===== src/rtl/ptb_pkg.sv =====
`timescale 1ns / 1ps
`default_nettype none
// ----------------------------------------------------------------------------
// ptb_pkg
// Shared types, sizes and codes for the periodic timer bank.
// ----------------------------------------------------------------------------
package ptb_pkg;

  // number of timer slots and the width of a slot index
  localparam int SLOTS  = 8;
  localparam int SLOT_W = (SLOTS > 1) ? $clog2(SLOTS) : 1;

  // field widths
  localparam int KIND_W   = 2;
  localparam int ELAPSE_W = 16;
  localparam int ID_W     = 16;
  localparam int CNT_W    = 24;
  localparam int WAIT_W   = 10;
  localparam int GSLOT_W  = 3;

  // cap on the reported wait
  localparam logic [WAIT_W-1:0] WAIT_CAP = 10'd1000;

  // input item kinds
  localparam logic [KIND_W-1:0] KIND_TICK   = 2'd0;
  localparam logic [KIND_W-1:0] KIND_CREATE = 2'd1;
  localparam logic [KIND_W-1:0] KIND_DELETE = 2'd2;

  // result kinds
  localparam logic [1:0] RK_EXPIRY = 2'd0;
  localparam logic [1:0] RK_WAIT   = 2'd1;
  localparam logic [1:0] RK_CREATE = 2'd2;
  localparam logic [1:0] RK_DELETE = 2'd3;

  // one slot of the timer table
  typedef struct packed {
    logic             used;
    logic [ID_W-1:0]  ident;
    logic [CNT_W-1:0] count;
    logic [CNT_W-1:0] period;
  } slot_t;

endpackage
`default_nettype wire


===== src/rtl/ptb_cell.sv =====
`timescale 1ns / 1ps
`default_nettype none
// ----------------------------------------------------------------------------
// ptb_cell
// One timer slot of the rotating ring: takes its neighbor's slot on a shift,
// or is written by create / cleared by delete while the ring stands still.
// ----------------------------------------------------------------------------
module ptb_cell (
  input  wire logic                        clk,
  input  wire logic                        rst_n,
  input  wire logic                        shift,
  input  wire ptb_pkg::slot_t              nb_in,
  input  wire logic                        wr,
  input  wire logic [ptb_pkg::ID_W-1:0]    wr_ident,
  input  wire logic [ptb_pkg::CNT_W-1:0]   wr_period,
  input  wire logic                        clr,
  output ptb_pkg::slot_t                   q
);

  logic                        used_r;
  logic [ptb_pkg::ID_W-1:0]    ident_r;
  logic [ptb_pkg::CNT_W-1:0]   count_r;
  logic [ptb_pkg::CNT_W-1:0]   period_r;

  // occupancy bit, cleared by reset
  always_ff @(posedge clk) begin
    if (!rst_n) begin
      used_r <= 1'b0;
    end else if (shift) begin
      used_r <= nb_in.used;
    end else if (wr) begin
      used_r <= 1'b1;
    end else if (clr) begin
      used_r <= 1'b0;
    end
  end

  // timer payload, valid only while used
  always_ff @(posedge clk) begin
    if (shift) begin
      ident_r  <= nb_in.ident;
      count_r  <= nb_in.count;
      period_r <= nb_in.period;
    end else if (wr) begin
      ident_r  <= wr_ident;
      count_r  <= '0;
      period_r <= wr_period;
    end
  end

  assign q.used   = used_r;
  assign q.ident  = ident_r;
  assign q.count  = count_r;
  assign q.period = period_r;

endmodule
`default_nettype wire


===== src/rtl/ptb_head.sv =====
`timescale 1ns / 1ps
`default_nettype none
// ----------------------------------------------------------------------------
// ptb_head
// Update unit at the end of the ring: ages the slot passing by, flags an
// expiry and keeps the running minimum of the remaining counters.
// ----------------------------------------------------------------------------
module ptb_head (
  input  wire logic                          clk,
  input  wire logic                          start,
  input  wire logic [ptb_pkg::ELAPSE_W-1:0]  elapsed,
  input  wire logic                          step,
  input  wire ptb_pkg::slot_t                slot_in,
  output ptb_pkg::slot_t                     slot_out,
  output logic                               fire,
  output logic [ptb_pkg::ID_W-1:0]           fire_id,
  output logic [ptb_pkg::WAIT_W-1:0]         best
);

  logic [ptb_pkg::ELAPSE_W-1:0] elapsed_r;
  logic [ptb_pkg::WAIT_W-1:0]   best_r;
  logic [ptb_pkg::WAIT_W-1:0]   best_nxt;
  logic [ptb_pkg::CNT_W-1:0]    elapsed_x;
  logic [ptb_pkg::CNT_W-1:0]    count_new;

  assign elapsed_x = ptb_pkg::CNT_W'(elapsed_r);

  // age one slot: reload on zero or on expiry, else count down
  always_comb begin
    fire      = 1'b0;
    count_new = slot_in.count;
    if (slot_in.used) begin
      if (slot_in.count == '0) begin
        count_new = slot_in.period;
      end else if (elapsed_x >= slot_in.count) begin
        count_new = slot_in.period;
        fire      = 1'b1;
      end else begin
        count_new = slot_in.count - elapsed_x;
      end
    end
  end

  // running minimum over used slots
  always_comb begin
    best_nxt = best_r;
    if (slot_in.used && (count_new < ptb_pkg::CNT_W'(best_r))) begin
      best_nxt = count_new[ptb_pkg::WAIT_W-1:0];
    end
  end

  always_ff @(posedge clk) begin
    if (start) begin
      elapsed_r <= elapsed;
      best_r    <= ptb_pkg::WAIT_CAP;
    end else if (step) begin
      best_r    <= best_nxt;
    end
  end

  assign slot_out.used   = slot_in.used;
  assign slot_out.ident  = slot_in.ident;
  assign slot_out.count  = count_new;
  assign slot_out.period = slot_in.period;
  assign fire_id         = slot_in.ident;
  assign best            = best_r;

endmodule
`default_nettype wire


===== src/rtl/periodic_timer_bank_core.sv =====
`timescale 1ns / 1ps
`default_nettype none
// ----------------------------------------------------------------------------
// periodic_timer_bank_core
// Bank of periodic timers in a fixed slot table, kept in a rotating ring.
// ----------------------------------------------------------------------------
// Usage:
//   in_* carries one word per item: tick (elapsed), create (timer_id, period)
//   or delete (slot). out_* returns result words; the last one of each item
//   has out_last set. Both channels use valid/stall.
//   Create and delete answer one word in the cycle after acceptance.
//   A tick rotates the slot ring once through the update unit: SLOTS steps,
//   one slot per cycle in slot order while out_stall does not hold the ring,
//   each expiring slot giving one expiry word, then comes the next wait
//   word. Items are taken one at a time.
//   A stall on out_stall with a word pending freezes the ring; nothing is
//   dropped. in_stall is high while an item is in progress or the output
//   word is held.
//   Reset (rst_n low, synchronous) empties every slot and clears the output.
//   Kind 3 is taken and ignored.
// ----------------------------------------------------------------------------
module periodic_timer_bank_core (
  input  wire logic                          clk,
  input  wire logic                          rst_n,
  input  wire logic                          in_valid,
  output logic                               in_stall,
  input  wire logic [ptb_pkg::KIND_W-1:0]    in_kind,
  input  wire logic [ptb_pkg::ELAPSE_W-1:0]  in_elapsed,
  input  wire logic [ptb_pkg::ID_W-1:0]      in_timer_id,
  input  wire logic [ptb_pkg::CNT_W-1:0]     in_period,
  input  wire logic [ptb_pkg::GSLOT_W-1:0]   in_slot,
  output logic                               out_valid,
  input  wire logic                          out_stall,
  output logic [1:0]                         out_result_kind,
  output logic [ptb_pkg::ID_W-1:0]           out_fired_id,
  output logic [ptb_pkg::WAIT_W-1:0]         out_wait_ticks,
  output logic [ptb_pkg::GSLOT_W-1:0]        out_given_slot,
  output logic                               out_ok,
  output logic                               out_last
);

  typedef enum logic [1:0] {ST_IDLE, ST_SCAN, ST_WAIT} state_t;

  state_t                          state_r;
  logic [ptb_pkg::SLOT_W-1:0]      pos_r;
  logic                            out_valid_r;
  logic                            out_valid_nxt;
  logic [1:0]                      out_kind_r;
  logic [ptb_pkg::ID_W-1:0]        out_id_r;
  logic [ptb_pkg::WAIT_W-1:0]      out_wait_r;
  logic [ptb_pkg::GSLOT_W-1:0]     out_gslot_r;
  logic                            out_ok_r;
  logic                            out_last_r;

  logic                            out_free;
  logic                            in_acc;
  logic                            step;
  logic                            is_create;
  logic                            is_delete;
  logic                            any_free;
  int                              found;
  logic [ptb_pkg::SLOTS-1:0]       used_vec;
  ptb_pkg::slot_t                  ring_q [ptb_pkg::SLOTS];
  ptb_pkg::slot_t                  head_out;
  logic                            fire;
  logic [ptb_pkg::ID_W-1:0]        fire_id;
  logic [ptb_pkg::WAIT_W-1:0]      best;

  // handshake
  assign out_free  = !out_valid_r || !out_stall;
  assign in_stall  = (state_r != ST_IDLE) || !out_free;
  assign in_acc    = in_valid && !in_stall;
  assign step      = (state_r == ST_SCAN) && out_free;
  assign is_create = in_acc && (in_kind == ptb_pkg::KIND_CREATE);
  assign is_delete = in_acc && (in_kind == ptb_pkg::KIND_DELETE);

  // lowest free slot
  always_comb begin
    found    = 0;
    any_free = 1'b0;
    for (int i = ptb_pkg::SLOTS - 1; i >= 0; i--) begin
      if (!used_vec[i]) begin
        found    = i;
        any_free = 1'b1;
      end
    end
  end

  // slot ring: each cell takes its upper neighbor, the top one takes the head
  for (genvar g = 0; g < ptb_pkg::SLOTS; g++) begin : g_ring
    ptb_pkg::slot_t nb;
    if (g == ptb_pkg::SLOTS - 1) begin : g_top
      assign nb = head_out;
    end else begin : g_mid
      assign nb = ring_q[g+1];
    end
    assign used_vec[g] = ring_q[g].used;

    ptb_cell u_cell (
      .clk       (clk),
      .rst_n     (rst_n),
      .shift     (step),
      .nb_in     (nb),
      .wr        (is_create && any_free && (found == g)),
      .wr_ident  (in_timer_id),
      .wr_period (in_period),
      .clr       (is_delete && (32'(in_slot) == g)),
      .q         (ring_q[g])
    );
  end

  // update unit on the slot leaving the bottom of the ring
  ptb_head u_head (
    .clk      (clk),
    .start    (in_acc && (in_kind == ptb_pkg::KIND_TICK)),
    .elapsed  (in_elapsed),
    .step     (step),
    .slot_in  (ring_q[0]),
    .slot_out (head_out),
    .fire     (fire),
    .fire_id  (fire_id),
    .best     (best)
  );

  // output word present next cycle: held while stalled or newly loaded
  always_comb begin
    out_valid_nxt = out_valid_r && out_stall;
    if (is_create || is_delete) begin
      out_valid_nxt = 1'b1;
    end
    if (step && fire) begin
      out_valid_nxt = 1'b1;
    end
    if ((state_r == ST_WAIT) && out_free) begin
      out_valid_nxt = 1'b1;
    end
  end

  // sequencer and output word
  always_ff @(posedge clk) begin
    if (!rst_n) begin
      state_r     <= ST_IDLE;
      pos_r       <= '0;
      out_valid_r <= 1'b0;
      out_kind_r  <= ptb_pkg::RK_EXPIRY;
      out_id_r    <= '0;
      out_wait_r  <= '0;
      out_gslot_r <= '0;
      out_ok_r    <= 1'b0;
      out_last_r  <= 1'b0;
    end else begin
      out_valid_r <= out_valid_nxt;
      unique case (state_r)
        ST_IDLE: begin
          if (in_acc) begin
            unique case (in_kind)
              ptb_pkg::KIND_TICK: begin
                state_r <= ST_SCAN;
                pos_r   <= '0;
              end
              ptb_pkg::KIND_CREATE: begin
                out_kind_r  <= ptb_pkg::RK_CREATE;
                out_id_r    <= '0;
                out_wait_r  <= '0;
                out_gslot_r <= any_free ? ptb_pkg::GSLOT_W'(found) : '0;
                out_ok_r    <= any_free;
                out_last_r  <= 1'b1;
              end
              ptb_pkg::KIND_DELETE: begin
                out_kind_r  <= ptb_pkg::RK_DELETE;
                out_id_r    <= '0;
                out_wait_r  <= '0;
                out_gslot_r <= '0;
                out_ok_r    <= 1'b0;
                out_last_r  <= 1'b1;
              end
              default: begin
              end
            endcase
          end
        end
        ST_SCAN: begin
          if (step) begin
            if (fire) begin
              out_kind_r  <= ptb_pkg::RK_EXPIRY;
              out_id_r    <= fire_id;
              out_wait_r  <= '0;
              out_gslot_r <= '0;
              out_ok_r    <= 1'b0;
              out_last_r  <= 1'b0;
            end
            pos_r <= pos_r + 1'b1;
            if (pos_r == ptb_pkg::SLOT_W'(ptb_pkg::SLOTS - 1)) begin
              state_r <= ST_WAIT;
            end
          end
        end
        ST_WAIT: begin
          if (out_free) begin
            out_kind_r  <= ptb_pkg::RK_WAIT;
            out_id_r    <= '0;
            out_wait_r  <= best;
            out_gslot_r <= '0;
            out_ok_r    <= 1'b0;
            out_last_r  <= 1'b1;
            state_r     <= ST_IDLE;
          end
        end
        default: begin
          state_r <= ST_IDLE;
        end
      endcase
    end
  end

  assign out_valid       = out_valid_r;
  assign out_result_kind = out_kind_r;
  assign out_fired_id    = out_id_r;
  assign out_wait_ticks  = out_wait_r;
  assign out_given_slot  = out_gslot_r;
  assign out_ok          = out_ok_r;
  assign out_last        = out_last_r;

endmodule
`default_nettype wire


===== config.mk =====
export PLATFORM = sky130hd
export DESIGN_NAME = periodic_timer_bank_core
export DESIGN_NICKNAME = d
export VERILOG_FILES = /design/src/rtl/ptb_pkg.sv /design/src/rtl/ptb_cell.sv /design/src/rtl/ptb_head.sv /design/src/rtl/periodic_timer_bank_core.sv
export SDC_FILE = /design/constraint.sdc
export NUM_CORES = 1
export LEC_CHECK = 0
export ABC_AREA = 0
export BUFFER_PORTS_ARGS = -buffer_cell sky130_fd_sc_hd__buf_2
export CORE_UTILIZATION = 60
export DETAILED_ROUTE_END_ITERATION = 12
export PLACE_DENSITY = 0.78
export RECOVER_POWER = 100
export SLEW_MARGIN = 20
export SYNTH_ARGS = -nofsm -noshare
export SYNTH_HDL_FRONTEND = slang
export SYNTH_SLANG_ARGS = --single-unit

===== constraint.sdc =====
create_clock -name clk -period 10.9 [get_ports clk]
set_input_delay 2.18 -clock clk [delete_from_list [all_inputs] [get_ports clk]]
set_output_delay 2.18 -clock clk [all_outputs]
set_load 0.03 [all_outputs]

==> results of run 1 <==
## cells in the mapped netlist, types with 3 or more instances
library cell | n | share of area
o21a_1 | 10 | 0.0030
xnor2_1 | 5 | 0.0018
buf_2 | 3 | 0.00061
ha_1 | 34 | 0.017
nand2b_1 | 5 | 0.0013
edfxtp_1 | 528 | 0.64
nor2_1 | 52 | 0.0079
and2_1 | 20 | 0.0051
o221a_2 | 7 | 0.0032
buf_1 | 3 | 0.00046
nand3_1 | 41 | 0.0083
o31ai_1 | 14 | 0.0043
a21boi_0 | 28 | 0.0085
o21ai_0 | 30 | 0.0061
xor2_1 | 4 | 0.0014
and3_1 | 173 | 0.044
a211o_1 | 3 | 0.0011
clkbuf_1 | 111 | 0.017
dfxtp_1 | 57 | 0.046
or3_1 | 6 | 0.0015
mux2i_1 | 4 | 0.0016
a211oi_1 | 4 | 0.0012
a21oi_1 | 47 | 0.0095
and4_1 | 5 | 0.0018
nor4_1 | 11 | 0.0028
nand2_1 | 761 | 0.12
o211a_1 | 4 | 0.0016
nand4_1 | 18 | 0.0046
nor2b_1 | 7 | 0.0018
a21o_1 | 13 | 0.0040
a31oi_1 | 8 | 0.0020
a311oi_1 | 3 | 0.0011
nor3_1 | 12 | 0.0024
a2bb2oi_1 | 3 | 0.0011
or2_2 | 3 | 0.00076
or4_1 | 4 | 0.0012
inv_1 | 45 | 0.0069
## flip-flops by register name (all words and copies together) (netlist names)
register / cells
out_wait_ticks: 10
u_head.elapsed_r: 16
out_valid: 1
pos_r: 3
out_given_slot: 3
g_ring.u_cell.ident_r: 128
u_head.best: 10
state_r: 2
out_last: 1
g_ring.u_cell.used_r: 8
g_ring.u_cell.period_r: 192
out_fired_id: 16
out_ok: 1
g_ring.u_cell.count_r: 192
out_result_kind: 2
## power by group through the flow
| stage | registers, uW | clock network [uW] | logic [uW] |
|---|---|---|---|
| floorplan | 2640 | 0 | 242 |
| global placement | 2640 | 0 | 359 |
| detailed placement | 2640 | 0 | 371 |
| finish | 2600 | 2030 | 373 |
| CTS | 2600 | 2050 | 375 |
| global route | 2600 | 2140 | 413 |
## logic make-up (layout without fill, tap and decap cells)
| family | count (synthesis) | in the layout | share of synthesized area |
|---|---|---|---|
| and+or+nand+nor | 1131 | 1131 | 0.2043 |
| buffers and inverters | 162 | 270 | 0.02483 |
| muxes | 5 | 5 | 0.002082 |
| other | 0 | 2 | 0 |
| xor gates and xnor gates | 9 | 9 | 0.003199 |
| AOI/OAI and AO/OA | 201 | 201 | 0.05764 |
| DFF | 585 | 585 | 0.6899 |
| adders and majority gates | 35 | 35 | 0.01808 |
## critical path, cell delays in order
cell,delay [ns]
clkbuf_1,0.11
nand2_1,1.31
buf_4,0.83
and2_0,2.10
nand4b_1,0.21
a221o_1,0.38
a311oi_1,0.20
and4_1,0.27
nand4_1,0.42
or4_1,0.64
a21oi_1,0.14
## metrics by stage
step	utilization	worst slack, ns	std cells
2_1_floorplan	-	2.510	2128
3_3_place_gp	0.6393	4.414	2656
3_5_place_dp	0.6393	4.384	2656
4_1_cts	0.6875	4.374	2760
5_1_grt	0.6843	2.046	2761
6_report	0.6844	2.631	2763
## area by class of cell
class | instances | share of cell area
Inverter | 45 | 0.006155
Timing Repair Buffer | 121 | 0.02211
Clock inverter | 41 | 0.01833
Clock buffer | 63 | 0.05202
Multi-Input combinational cell | 1381 | 0.2579
Sequential cell | 585 | 0.6194
Tap cell | 525 | 0.02394
Antenna cell | 2 | 0.0001824
## worst min-delay path by stage
stage | from | endpoint
after global routing | out_fired_id[8]$_SDFFE_PN0P_ | out_fired_id[8]$_SDFFE_PN0P_
after CTS | out_fired_id[8]$_SDFFE_PN0P_ | out_fired_id[8]$_SDFFE_PN0P_
final | out_fired_id[0]$_SDFFE_PN0P_ | out_fired_id[0]$_SDFFE_PN0P_
after floorplan | u_head.best[1]$_SDFFE_PP0P_ | u_head.best[1]$_SDFFE_PP0P_
after global placement | out_wait_ticks[3]$_SDFFE_PN0P_ | out_wait_ticks[3]$_SDFFE_PN0P_
after detailed placement | out_fired_id[8]$_SDFFE_PN0P_ | out_fired_id[8]$_SDFFE_PN0P_
## routing by layer
| layer | wire length [um] | up-vias | part of all wire | track usage |
|---|---|---|---|---|
| li1 | - | 7623 | - | - |
| met1 | 24670 | 8067 | 0.43 | 0.3962 |
| met2 | 27660 | 619 | 0.48 | 0.4562 |
| met3 | 4097 | 92 | 0.071 | 0.04486 |
| met4 | 1472 | 4 | 0.025 | 0.09861 |
| met5 | 22 | - | 0.00038 | 0 |
==> impl_metrics.yaml, run 1 <==
synthesis:
  syn-cell-area_um2: 24640
  yosysSeqAreaShare: 0.6899
  post_synth.cell_area_avg_um2: 11.58
  synthesis.yosys.warnings: 0
  prevailing_post_synth_register_cell: "edfxtp_1"
  synth.distinct_cells: 68
  yosys_register_bits: 585
  synth.net_count: 2228
  async_reset_ff_frac: 0
  syn-instance-count: 2128
  synth_enable_flop_cells: 528
cells_and_area:
  fill_cells: 2898
  area_used_by_multi_input_combinational_logic_um2: 7078
  final_area_um2: 27440
  layout-drive-gt1-share: 0.08497
  layout.cells.most_common: "nand2_1"
  area.sequential_um2: 17000
  layout.cells.most_common_list: "nand2_1 (761), edfxtp_1 (528), and3_1 (173)"
  net_total_in_the_final_layout: 2290
  layout-area-overhead-vs-synth_pct: 11.39
place:
  dpl_cell_area_um2: 25630
  port_buffer_count: 99
  dp.final_hpwl_um: 34700
  place.gp.congestion: 0.9334
global_route:
  groute.usage.overall: 0.2842
  gr-total-overflow: 0
  first_global_vias: 16140
  antenna_found_initial: 3
  grt_start_max_net_pins: 111
  wire_length_of_the_first_global_routing_pass_um: 90580
hold_path:
  hold_depth: 2
  timing.hold.worst.class: "flop to flop"
route:
  drt_wl_total_um: 57920
  vias_per_cell: 5.937
  drt-initial-drc-count: 1728
  final_antenna_net_count: 0
  drt_pre_antenna_iters: 5
  route.vias.total: 16410
  wire_per_inst_um: 20.96
  remaining_drc_errors: 0
setup_path:
  flop2flop_setup_slack_ns: 3.95
  critical_path.startpoint: "out_stall"
  critical_path.reg2reg.startpoint: "out_valid$_SDFF_PN0_"
  worstPathMaxFanout: 110
  crit_type: "input port to flop"
  critical_path.endpoint: "u_head.best[0]$_SDFFE_PP0P_"
  r2r_end: "u_head.best[0]$_SDFFE_PP0P_"
  timing.critical_path.required_ns: 11.46
  cp_data_arrival_time_ns: 8.83
  startpoint_type_of_the_worst_setup_path: "input port"
  r2r_cells: 10
  worstSetupEndpointType: "flop"
die:
  design.portCount: 100
  design.die.area_um2: 41880
  die_h_um: 204.6
  placement_rows: 73
  die_x_um: 204.6
  initial_utilization: 0.6144
  fp.coreArea_um2: 40100
clock_network:
  hold_buffers: 0
  ctsLongestPathBuffers: 3
  cts_max_level: 2
  cts.root.buffer_cell: "clkbuf_16"
  worst_setup_hold_path_clk_slew_ns: 0.07
  post_cts_buffers: 0
  tritoncts: "built"
  cts_repair_resize_count: 0
  cts_sinks: 585
  clock_insertion_delay_worst_skew_ns: 0.64
  number_of_buffers_created_by_cts: 56
outcome:
  outcome: "finished with violations"
  violations: "max-capacitance violations, max-slew violations"
sta:
  report.final.hold_viol_count: 0
  clock.fmax_mhz: 120.9
  rsz0062_at_grt: "no"
  timing.slew.headroom: -0.9575
  setup_total_negative_slack_ns: 0
  final.period_utilization: 0.7586
  fin_skew_ns: 0.05253
  final_worst_path_period_need_ns: 8.269
  worst_margin_pin_slew_ns: 2.905
  setup_viol_count_final: 0
  hold_ws_ns: 0.4672
  maxSlewViolCount: 391
pwr:
  power.switching_fraction: 0.2350
  cellPowerDensity_nw_per_um2: 182.3
  power.sequential.fraction: 0.519
  power.share.clock: 0.406
  peakVddDrop_mv: 0.1472
  netSwitchingPower_uw: 1176
  internal_power_uw: 3828
  pleak_uw: 0.01076
  combPwrFrac: 0.075
  total_power_uw: 5004
flow_run:
  max-cap-violations: 10
No activity file was read; power rests on OpenSTA's default activity.
==> run 2: changes to the inputs <==
- clock period: 10.9 -> 8.2 ns (I/O delays scaled with it)
==> impl_metrics.yaml, run 2 (synthesized netlist as in run 1, its figures left out) <==
setup_path:
  cp_data_arrival_time_ns: 7.36
  r2r_cells: 11
  startpoint_type_of_the_worst_setup_path: "input port"
  timing.critical_path.required_ns: 8.66
  critPathSlowestCell: "and2_0"
  worstPathMaxFanout: 182
  timing.critical_path.slowest_cell_delay_ns: 2.37
  critPathMostFrequentCell: "nand2_1"
  flop2flop_setup_slack_ns: 1.86
  critical_path.startpoint: "out_stall"
  worstSetupEndpointType: "flop"
  critical_path.reg2reg.startpoint: "state_r[0]$_SDFFE_PN0P_"
  crit_type: "input port to flop"
  ordered_cell_list_for_the_critical_path: "clkbuf_1 > nand2_1 > and2_0 > clkbuf_4 > nand2_1 > nand2_1"
  critical_path.endpoint: "g_ring[0].u_cell.period_r[7]$_DFFE_PP_"
  r2r_end: "out_last$_SDFFE_PN0P_"
global_route:
  wire_length_of_the_first_global_routing_pass_um: 91630
  first_global_vias: 16030
  antenna_found_initial: 3
  gr-total-overflow: 0
  groute.usage.overall: 0.2891
  grt_start_max_net_pins: 183
place:
  dp_slack_ns: 2.278
  dpl_cell_area_um2: 25660
  port_buffer_count: 99
  place.gp.congestion: 0.9700
  dp.final_hpwl_um: 35480
die:
  fp.coreArea_um2: 40100
  design.portCount: 100
  die_h_um: 204.6
  die_x_um: 204.6
  design.die.area_um2: 41880
  placement_rows: 73
  initial_utilization: 0.6144
cells_and_area:
  fill_cells: 2875
  final_area_um2: 27390
  layout-area-overhead-vs-synth_pct: 11.16
  layout.cells.most_common: "nand2_1"
  area_used_by_multi_input_combinational_logic_um2: 7091
  layout.cells.most_common_list: "nand2_1 (761), edfxtp_1 (528), and3_1 (173)"
  area.sequential_um2: 17000
  layout-drive-gt1-share: 0.08173
  net_total_in_the_final_layout: 2290
  largestRegisters: "g_ring.u_cell.count_r (192), g_ring.u_cell.period_r (192), g_ring.u_cell.ident_r (128)"
sta:
  timing.slew.headroom: -1.994
  setup_total_negative_slack_ns: 0
  fin_skew_ns: 0.03118
  clock.fmax_mhz: 145.0
  final.period_utilization: 0.8413
  worst_slack_ns: 1.301
  setup_viol_count_final: 0
  worst_margin_pin_slew_ns: 4.491
  report.final.hold_viol_count: 0
  final_worst_path_period_need_ns: 6.899
  rsz0062_at_grt: "no"
  maxSlewViolCount: 833
clock_network:
  clock_insertion_delay_worst_skew_ns: 0.64
  hold_buffers: 0
  tritoncts: "built"
  ctsLongestPathBuffers: 3
  post_cts_buffers: 0
  number_of_buffers_created_by_cts: 57
  worst_setup_hold_path_clk_slew_ns: 0.06
  cts_sinks: 585
  cts.root.buffer_cell: "clkbuf_16"
  cts_max_level: 2
  cts_repair_resize_count: 0
flow_run:
  max-cap-violations: 12
route:
  final_antenna_net_count: 0
  vias_per_cell: 5.907
  wire_per_inst_um: 21.25
  remaining_drc_errors: 0
  drt_pre_antenna_iters: 5
  route.vias.total: 16330
  drt-initial-drc-count: 1750
  drt_wl_total_um: 58750
outcome:
  outcome: "finished with violations"
  violations: "max-capacitance violations, max-slew violations"
pwr:
  cellPowerDensity_nw_per_um2: 241.1
  total_power_uw: 6603
  pleak_uw: 0.01073
  peakVddDrop_mv: 0.2023
hold_path:
  timing.hold.worst.class: "flop to flop"
-- run 2: cell count changes in the layout (fill, tap and decap cells not counted), sizes merged --
cell	previous run	this run
clkinvlp	7	3
clkinv	22	18
buf	75	60
clkbuf	109	139
inv	48	49
bufinv	9	4
diode	2	1
-- run 2: through the flow --
| step | utilization | std cells | hold WS, ns |
|---|---|---|---|
| 3_3_place_gp | 0.6392 | 2654 | 0.4507 |
| 2_1_floorplan | - | 2128 | 0.4572 |
| 6_report | 0.6830 | 2765 | 0.4696 |
| 3_5_place_dp | 0.6399 | 2655 | 0.4589 |
| 4_1_cts | 0.6872 | 2763 | 0.4694 |
| 5_1_grt | 0.6830 | 2765 | 0.4838 |
-- run 2: how the worst min path moves through the flow --
stage	start	end	cells past startpoint
after floorplan	u_head.best[1]$_SDFFE_PP0P_	u_head.best[1]$_SDFFE_PP0P_	2
after global placement	out_fired_id[4]$_SDFFE_PN0P_	out_fired_id[4]$_SDFFE_PN0P_	2
after detailed placement	out_fired_id[11]$_SDFFE_PN0P_	out_fired_id[11]$_SDFFE_PN0P_	2
after CTS	out_fired_id[11]$_SDFFE_PN0P_	out_fired_id[11]$_SDFFE_PN0P_	2
after global routing	out_fired_id[7]$_SDFFE_PN0P_	out_fired_id[7]$_SDFFE_PN0P_	2
final	out_fired_id[3]$_SDFFE_PN0P_	out_fired_id[3]$_SDFFE_PN0P_	2
-- run 2: where the power goes --
group	switching (uW)	total [uW]	internal (uW)
Clock	1150	2640	1490
Sequential	51.4	3460	3400
Combinational	366	504	139
Total	1570	6600	5030
-- run 2: final cells by class --
type                            instances  share of cell area
Antenna cell                            1          0.00009137
Clock buffer                           79             0.05802
Clock inverter                         29             0.01115
Inverter                               45            0.006168
Multi-Input combinational cell       1381              0.2589
Sequential cell                       585              0.6207
Tap cell                              525             0.02399
Timing Repair Buffer                  120             0.02102
-- run 2: per-layer routing --
layer  global-route usage  share of wire  vias up
met1               0.4113           0.43     8032
met5                    0        0.00051        -
met4              0.08182          0.021        4
met2               0.4644           0.48      590
li1                     -              -     7619
met3              0.04454          0.067       89
-- run 2: worst max-delay path, delay by kind of cell --
kind | cells | cell delay, ns
simple gates | 4 | 3.63
buf+inv | 2 | 1.83
